File: src/hdl/mapd_pkg.sv
// Shared constants, types and helpers of the moving-average peak detector.
package mapd_pkg;

   // Window storage
   localparam int MAX_WINDOW = 256;
   localparam int ADDR_W     = $clog2(MAX_WINDOW);
   localparam int WIDTH_W    = $clog2(MAX_WINDOW + 1);

   // Field widths
   localparam int VALUE_W  = 16;
   localparam int TIME_W   = 32;
   localparam int SUM_W    = VALUE_W + ADDR_W;
   localparam int OFFSET_W = 24;
   localparam int FRAC_W   = 8;
   localparam int DIFF_W   = VALUE_W + FRAC_W + 2;
   localparam int PROD_W   = DIFF_W + WIDTH_W + 1;
   localparam int BEST_W   = VALUE_W + 1;

   // Configuration port
   localparam int CSR_INDEX_W  = 2;
   localparam int CSR_DATA_W   = 24;
   localparam int CFG_WIDTH_W  = 9;
   localparam logic [CSR_INDEX_W-1:0] CSR_WINDOW_WIDTH     = CSR_INDEX_W'(0);
   localparam logic [CSR_INDEX_W-1:0] CSR_THRESHOLD_OFFSET = CSR_INDEX_W'(1);
   localparam logic [CFG_WIDTH_W-1:0] WINDOW_WIDTH_RESET   = CFG_WIDTH_W'(30);

   // Sequencer states
   typedef enum logic [2:0] {
      ST_IDLE,
      ST_OLD,
      ST_READ,
      ST_TEST,
      ST_CMP
   } state_type;

   // Window memory access for one cycle
   typedef struct packed {
      logic               we;
      logic [ADDR_W-1:0]  waddr;
      logic [VALUE_W-1:0] wvalue;
      logic [TIME_W-1:0]  wtime;
      logic               re;
      logic [ADDR_W-1:0]  raddr;
   } mem_req_type;

   // Clamp a written width to 1..MAX_WINDOW
   function automatic logic [WIDTH_W-1:0] eff_width(input logic [CFG_WIDTH_W-1:0] raw);
      logic [WIDTH_W-1:0] w;
      w = WIDTH_W'(1);
      if (int'(raw) > MAX_WINDOW) begin
         w = WIDTH_W'(MAX_WINDOW);
      end else if (raw != '0) begin
         w = WIDTH_W'(raw);
      end
      return w;
   endfunction

endpackage

File: src/hdl/mapd_thresh.sv
// Exact threshold test: (v*256 - offset) * width >= sum * 256, product registered.
module mapd_thresh
   import mapd_pkg::*;
(
   input  logic                       clock,
   input  logic [VALUE_W-1:0]         test_value,
   input  logic signed [OFFSET_W-1:0] offset,
   input  logic [WIDTH_W-1:0]         width,
   input  logic [SUM_W-1:0]           sum,
   output logic                       at_or_above
);

   logic signed [DIFF_W-1:0]  diff;
   logic signed [PROD_W-1:0]  product_in;
   logic signed [PROD_W-1:0]  product_ff;
   logic signed [PROD_W-1:0]  rhs_in;
   logic signed [PROD_W-1:0]  rhs_ff;

   // Scale the sample and remove the offset, then weight by the width
   always_comb begin
      diff = $signed({2'b00, test_value, {FRAC_W{1'b0}}})
           - DIFF_W'(offset);
      product_in = PROD_W'(diff * $signed({1'b0, width}));
      rhs_in     = $signed(PROD_W'({sum, {FRAC_W{1'b0}}}));
   end

   // Register both sides of the compare
   always_ff @(posedge clock) begin
      product_ff <= product_in;
      rhs_ff     <= rhs_in;
   end

   assign at_or_above = (product_ff >= rhs_ff);

endmodule

File: config.mk
export PLATFORM = sky130hd
export DESIGN_NAME = mapd_thresh
export DESIGN_NICKNAME = d
export VERILOG_FILES = /design/src/hdl/mapd_pkg.sv /design/src/hdl/mapd_thresh.sv
export SDC_FILE = /design/constraint.sdc
export NUM_CORES = 1
export LEC_CHECK = 0
export CORE_MARGIN = 2
export CORE_UTILIZATION = 64
export DETAILED_ROUTE_END_ITERATION = 6
export DONT_BUFFER_PORTS = 1
export GPL_TIMING_DRIVEN = 0
export PLACE_DENSITY = 0.82
export RECOVER_POWER = 25
export SETUP_SLACK_MARGIN = 0.15
export SYNTH_ARGS = -nofsm -noshare
export SYNTH_HDL_FRONTEND = slang
export SYNTH_SLANG_ARGS = --single-unit
File: constraint.sdc
create_clock -name clock -period 18.8 [get_ports clock]
set_input_delay 3.76 -clock clock [delete_from_list [all_inputs] [get_ports clock]]
set_output_delay 3.76 -clock clock [all_outputs]
set_load 0.01 [all_outputs]
# --- Word level (Yosys, flattened, before mapping) ---
# Cells that the tools add are included.
word_totals:
  register_bits: 60
  in_bits: 74
  out_inout_bits: 1
  word_cells: 5
op_classes:
  n_addsub: 1
  n_mul: 1
  magnitude_cmp: 1
op_table:
  columns: ["op", "n"]
  rows:
  - ["$ge 36x33->1", 1]
  - ["$mul 26x10->36", 1]
  - ["$sub 25x24->26", 1]

# --- Longest topological paths before layout ---
depth:
  ltp_word: 2
  mapped_depth: 30
  depth_no_buf: 29

# --- Worst setup path before layout ---
# OpenSTA, ideal clock, no wires.
synth_path:
  kind: "input-to-reg"
  startpoint: "in offset[9]"
  endpoint: "reg product_ff[35]"
  arrival_ns: 10.191
  setup_slack_ns: 8.487
  stages: 28
  path_cell_list: "inv_1 ha_1 nand4bb_1 nor4_4 nor3_1 o31a_1 or2_4 o21ai_2 xnor2_1 buf_2 nand2_1 fa_1 fa_1 inv_1 fa_1 fa_1 inv_1 fa_1 inv_1 ha_1 clkbuf_1 nand2_1 or4_1 o211ai_1 a21oi_1 o31ai_1 a211oi_1 xnor2_1"
synth_via:
  elab_chain_len: 2
synth_rtl:
  columns: ["item", "line_no", "text"]
  rows:
  - ["from (decl)", "mapd_thresh.sv:7", "input logic signed [OFFSET_W-1:0] offset,"]
  - ["$sub 25x24->26", "mapd_thresh.sv:22", "- DIFF_W'(offset);"]
  - ["$mul 26x10->36", "mapd_thresh.sv:23", "product_in = PROD_W'(diff * $signed({1'b0, width}));"]
  - ["via product_in[35]", "mapd_thresh.sv:14", "logic signed [PROD_W-1:0] product_in;"]
  - ["to (signal assigned)", "mapd_thresh.sv:29", "product_ff <= product_in;"]
  - ["to (decl)", "mapd_thresh.sv:15", "logic signed [PROD_W-1:0] product_ff;"]
# The timed path passes the listed nets, and every way through them passes these cells.

# --- Worst setup path after layout ---
layout_path:
  startpoint: "in offset[8]"
  endpoint: "reg product_ff[29]"
# Same word-level chain as after synthesis.

==> summary.md <==
| Metric | Value |
|---|---|
| Mux cell area share after synthesis | less than 1% |
| Maximum clock frequency | around 89 MHz |
| GRT Residual Overflow | 0 |
| Full die area | roughly 18000 um^2 |
| Syn Inst Count | approximately 1200 |
| Syn Area/Cell | just under 9 um^2 |
| Synth Area in XOR/XNOR | around 4.6% |
| Syn Std Cell Area | around 11000 um^2 |
| Setup crit start kind | input port |
| Post-CTS setup repair buffer count | 0 |
| Initial antenna violation count | 0 |
| CTS Buf Count | 9 |
| CTS Hold Bufs | 0 |
| Largest net degree at the start of global routing | 11 |
| Final TNS setup | 0 ps |
| Fin crit period | 11190 ps |
| Yosys warnings | 0 |
| Hold Crit Class | input port to flop |
| Worst slew pin tran | approximately 1200 ps |
| Critical path capture point type | flop |
| Final setup fails | 0 |
| Synth-to-layout area growth | 5.40% |
| Unrepaired setup endpoints after global routing | no |
| Final period utilization | 59.5% |
| Worst Hold Depth | 0 |
| # clock sinks | 60 |
| Ys async rst share | 0% |
| Number of global-route vias before repair | 9133 |
| Slew HR | approximately a fifth |
| Top_reg_cell synth | dfxtp_1 |
| WL per Instance | 17.9 um |
| Yosys reg bits | 60 |
| Yosys top cell by area | fa_1 |
| CORE AREA | 17100 um^2 |
| Crit path kind | input port to flop |
| Initial Util | 64.8% |
| Post-CTS Resized | 0 |
| Global-route wire length before repair | 43800 um |
| DR vias/cell | slightly below 6 |
| Main combinational cell family by area after synthesis | adder cells |
| Max-slew violation count | 0 |
| Status | finished, final reports clean |
| Remaining DRCs | 0 |
| Post-synth EDFFs | 0 |
| CTS root buf | clkbuf_16 |
| Post-DP HPWL | 21700 um |
| Top cells by area, synth | fa_1, ha_1, dfxtp_1 |
| Vias after detailed routing | around 8600 |
| N_diodes | 0 |
| Port-buffer cells | 0 |
| # rows | 48 |
| Worst-case clock buffer depth | 2 |
| Required time of the critical path | ~19000 ps |
| Min-Delay Endpoint | rhs_ff[21] |
| Synthesized Nets | between 1500 and 2000 |
| Die W | approximately 140 um |
| GRT Total Usage | a little under a third |
| GPL Wtd Cong | ~0.97 |
| Share of cells above drive strength 1 | approximately 2.2% |
| Register area share after synthesis | ~11% |
| Drt first-iter violations | 631 |
| Min-delay src | sum[13] |
| H-tree depth | 3 |
| Maximum fanout along the worst path | 9 |
| Synth Area in Simple Gates | between 15 and 20% |
| Final Hold Fails | 0 |
| Die H | 136 um |
| Max_cap viols | 0 |
| Yosys top cell area share | between 30% and 40% |
| Netlist cell types | 58 |
| I/O Pins | between 70 and 80 |
| TritonCTS clock tree | yes |
| Reg clk slew, reported paths | roughly 50 ps |
| Nets | 1643 |
| Post-route ant nets | 0 |
| Crit path arrival time | around 11000 ps |
| Synth Area in Adders | about half |
| Total Routed Length | roughly 27000 um |
| Detailed Routing Iterations Pass 1 | 5 |
| Complex-gate fraction of the synthesized area | 9.93% |
==> sequential cells by signal (all words and copies together) (netlist names) <==
register and cells:
product_ff 36, rhs_ff 24
==> cell type report <==
type / count / area, um^2
multi-input combinational: 900 / 8810
fill: 1354 / 5430
sequential: 60 / 1200
inverter: 254 / 953
tap: 225 / 282
clock buffer: 11 / 243
buffer: 32 / 124
clock inverter: 5 / 75.1
==> synth_stat cells, drive strengths merged, types with 5 or more instances <==
library cell and instances:
nor2b 7, ha 121, xnor2 44, o21a 10
clkbuf 29, nand4 10, fa 191, nor3 12
and2 125, nand2 131, a31oi 7, xor2 14
o21ai 35, inv 254, o31ai 5, dfxtp 60
a21oi 45, nor2 36, a21o 25, or3 6
o21bai 6, a211oi 6, nand3 12
==> worst max path at each step <==
| stage | start | to | slack, ps | depth (start not counted) |
|---|---|---|---|---|
| 3_5_place_dp | offset[9] | product_ff[29] | 7500 | 25 |
| 6_report | offset[8] | product_ff[29] | 7610 | 24 |
| 4_1_cts | offset[8] | product_ff[29] | 7800 | 24 |
| 2_1_floorplan | offset[9] | product_ff[35] | 8490 | 28 |
| 5_1_grt | offset[9] | product_ff[29] | 7190 | 24 |
| 3_3_place_gp | offset[8] | product_ff[29] | 7590 | 25 |
==> worst max-delay path, stage by stage <==
cell and delay, ps:
inv_1 20, ha_1 330, nand4bb_1 240, nor4_4 320, nor3_1 130, o31a_1 370
xnor2_1 870, nand2_1 190, fa_1 580, inv_1 50, fa_1 510, fa_1 440
fa_1 540, inv_1 60, fa_1 530, inv_1 40, ha_1 380, a21o_1 210
a21o_1 170, a21oi_1 180, o21ai_0 110, a31oi_1 540, o21ai_0 320, o311ai_0 480
==> per-stage QoR <==
| step | worst slack (ps) | cell area [um^2] | util, % | hold slack (ps) | std cells |
|---|---|---|---|---|---|
| 2_1_floorplan | 8490 | 11100 | - | 3790 | 1246 |
| 3_3_place_gp | 7590 | 11400 | 66.4 | 3790 | 1471 |
| 3_5_place_dp | 7500 | 11400 | 66.4 | 3790 | 1471 |
| 4_1_cts | 7800 | 11700 | 68.3 | 3430 | 1487 |
| 5_1_grt | 7190 | 11700 | 68.3 | 3430 | 1487 |
| 6_report | 7610 | 11700 | 68.3 | 3440 | 1487 |
==> layer usage <==
| layer | GRT usage [%] | wire length (um) | up-vias | part of all wire (%) |
|---|---|---|---|---|
| met2 | 54.9 | 13500 | 367 | 51 |
| met4 | 11.9 | 994 | 0 | 3.7 |
| li1 | - | - | 3930 | - |
| met5 | 0 | 0 | - | 0 |
| met1 | 36.6 | 10100 | 4259 | 38 |
| met3 | 6.70 | 2040 | 82 | 7.7 |
==> cells by family (layout without fill, tap and decap cells) <==
logic type | after synthesis | in the layout
adder cells (fa/ha/maj) | 312 | 312
AO/OA/AOI/OAI | 168 | 168
AND/OR/NAND/NOR | 361 | 361
buffers and inverters | 286 | 302
XOR/XNOR | 58 | 58
flip-flops | 60 | 60
multiplexers | 1 | 1
==> cell usage in the layout (no fill, tap or decap), drive strengths merged, types with 3 or more instances in the layout <==
| cell | Yosys | final |
|---|---|---|
| xor2 | 14 | 14 |
| clkbuf | 29 | 40 |
| o21ai | 35 | 35 |
| inv | 254 | 254 |
| and3 | 4 | 4 |
| and2 | 125 | 125 |
| o21a | 10 | 10 |
| nand4 | 10 | 10 |
| a21oi | 45 | 45 |
| nor2 | 36 | 36 |
| a21o | 25 | 25 |
| o211ai | 4 | 4 |
| nor4 | 4 | 4 |
| a211o | 4 | 4 |
| nor3 | 12 | 12 |
| dfxtp | 60 | 60 |
| o21bai | 6 | 6 |
| o31a | 4 | 4 |
| nand3 | 12 | 12 |
| fa | 191 | 191 |
| a31oi | 7 | 7 |
| ha | 121 | 121 |
| buf | 3 | 3 |
| nand2 | 131 | 131 |
| or3 | 6 | 6 |
| nor2b | 7 | 7 |
| xnor2 | 44 | 44 |
| nand2b | 3 | 3 |
| a211oi | 6 | 6 |
| clkinv | 0 | 3 |
| o31ai | 5 | 5 |
Power is not shown: default switching activity piles up to over one toggle a cycle in this logic, so the estimate is an artifact.
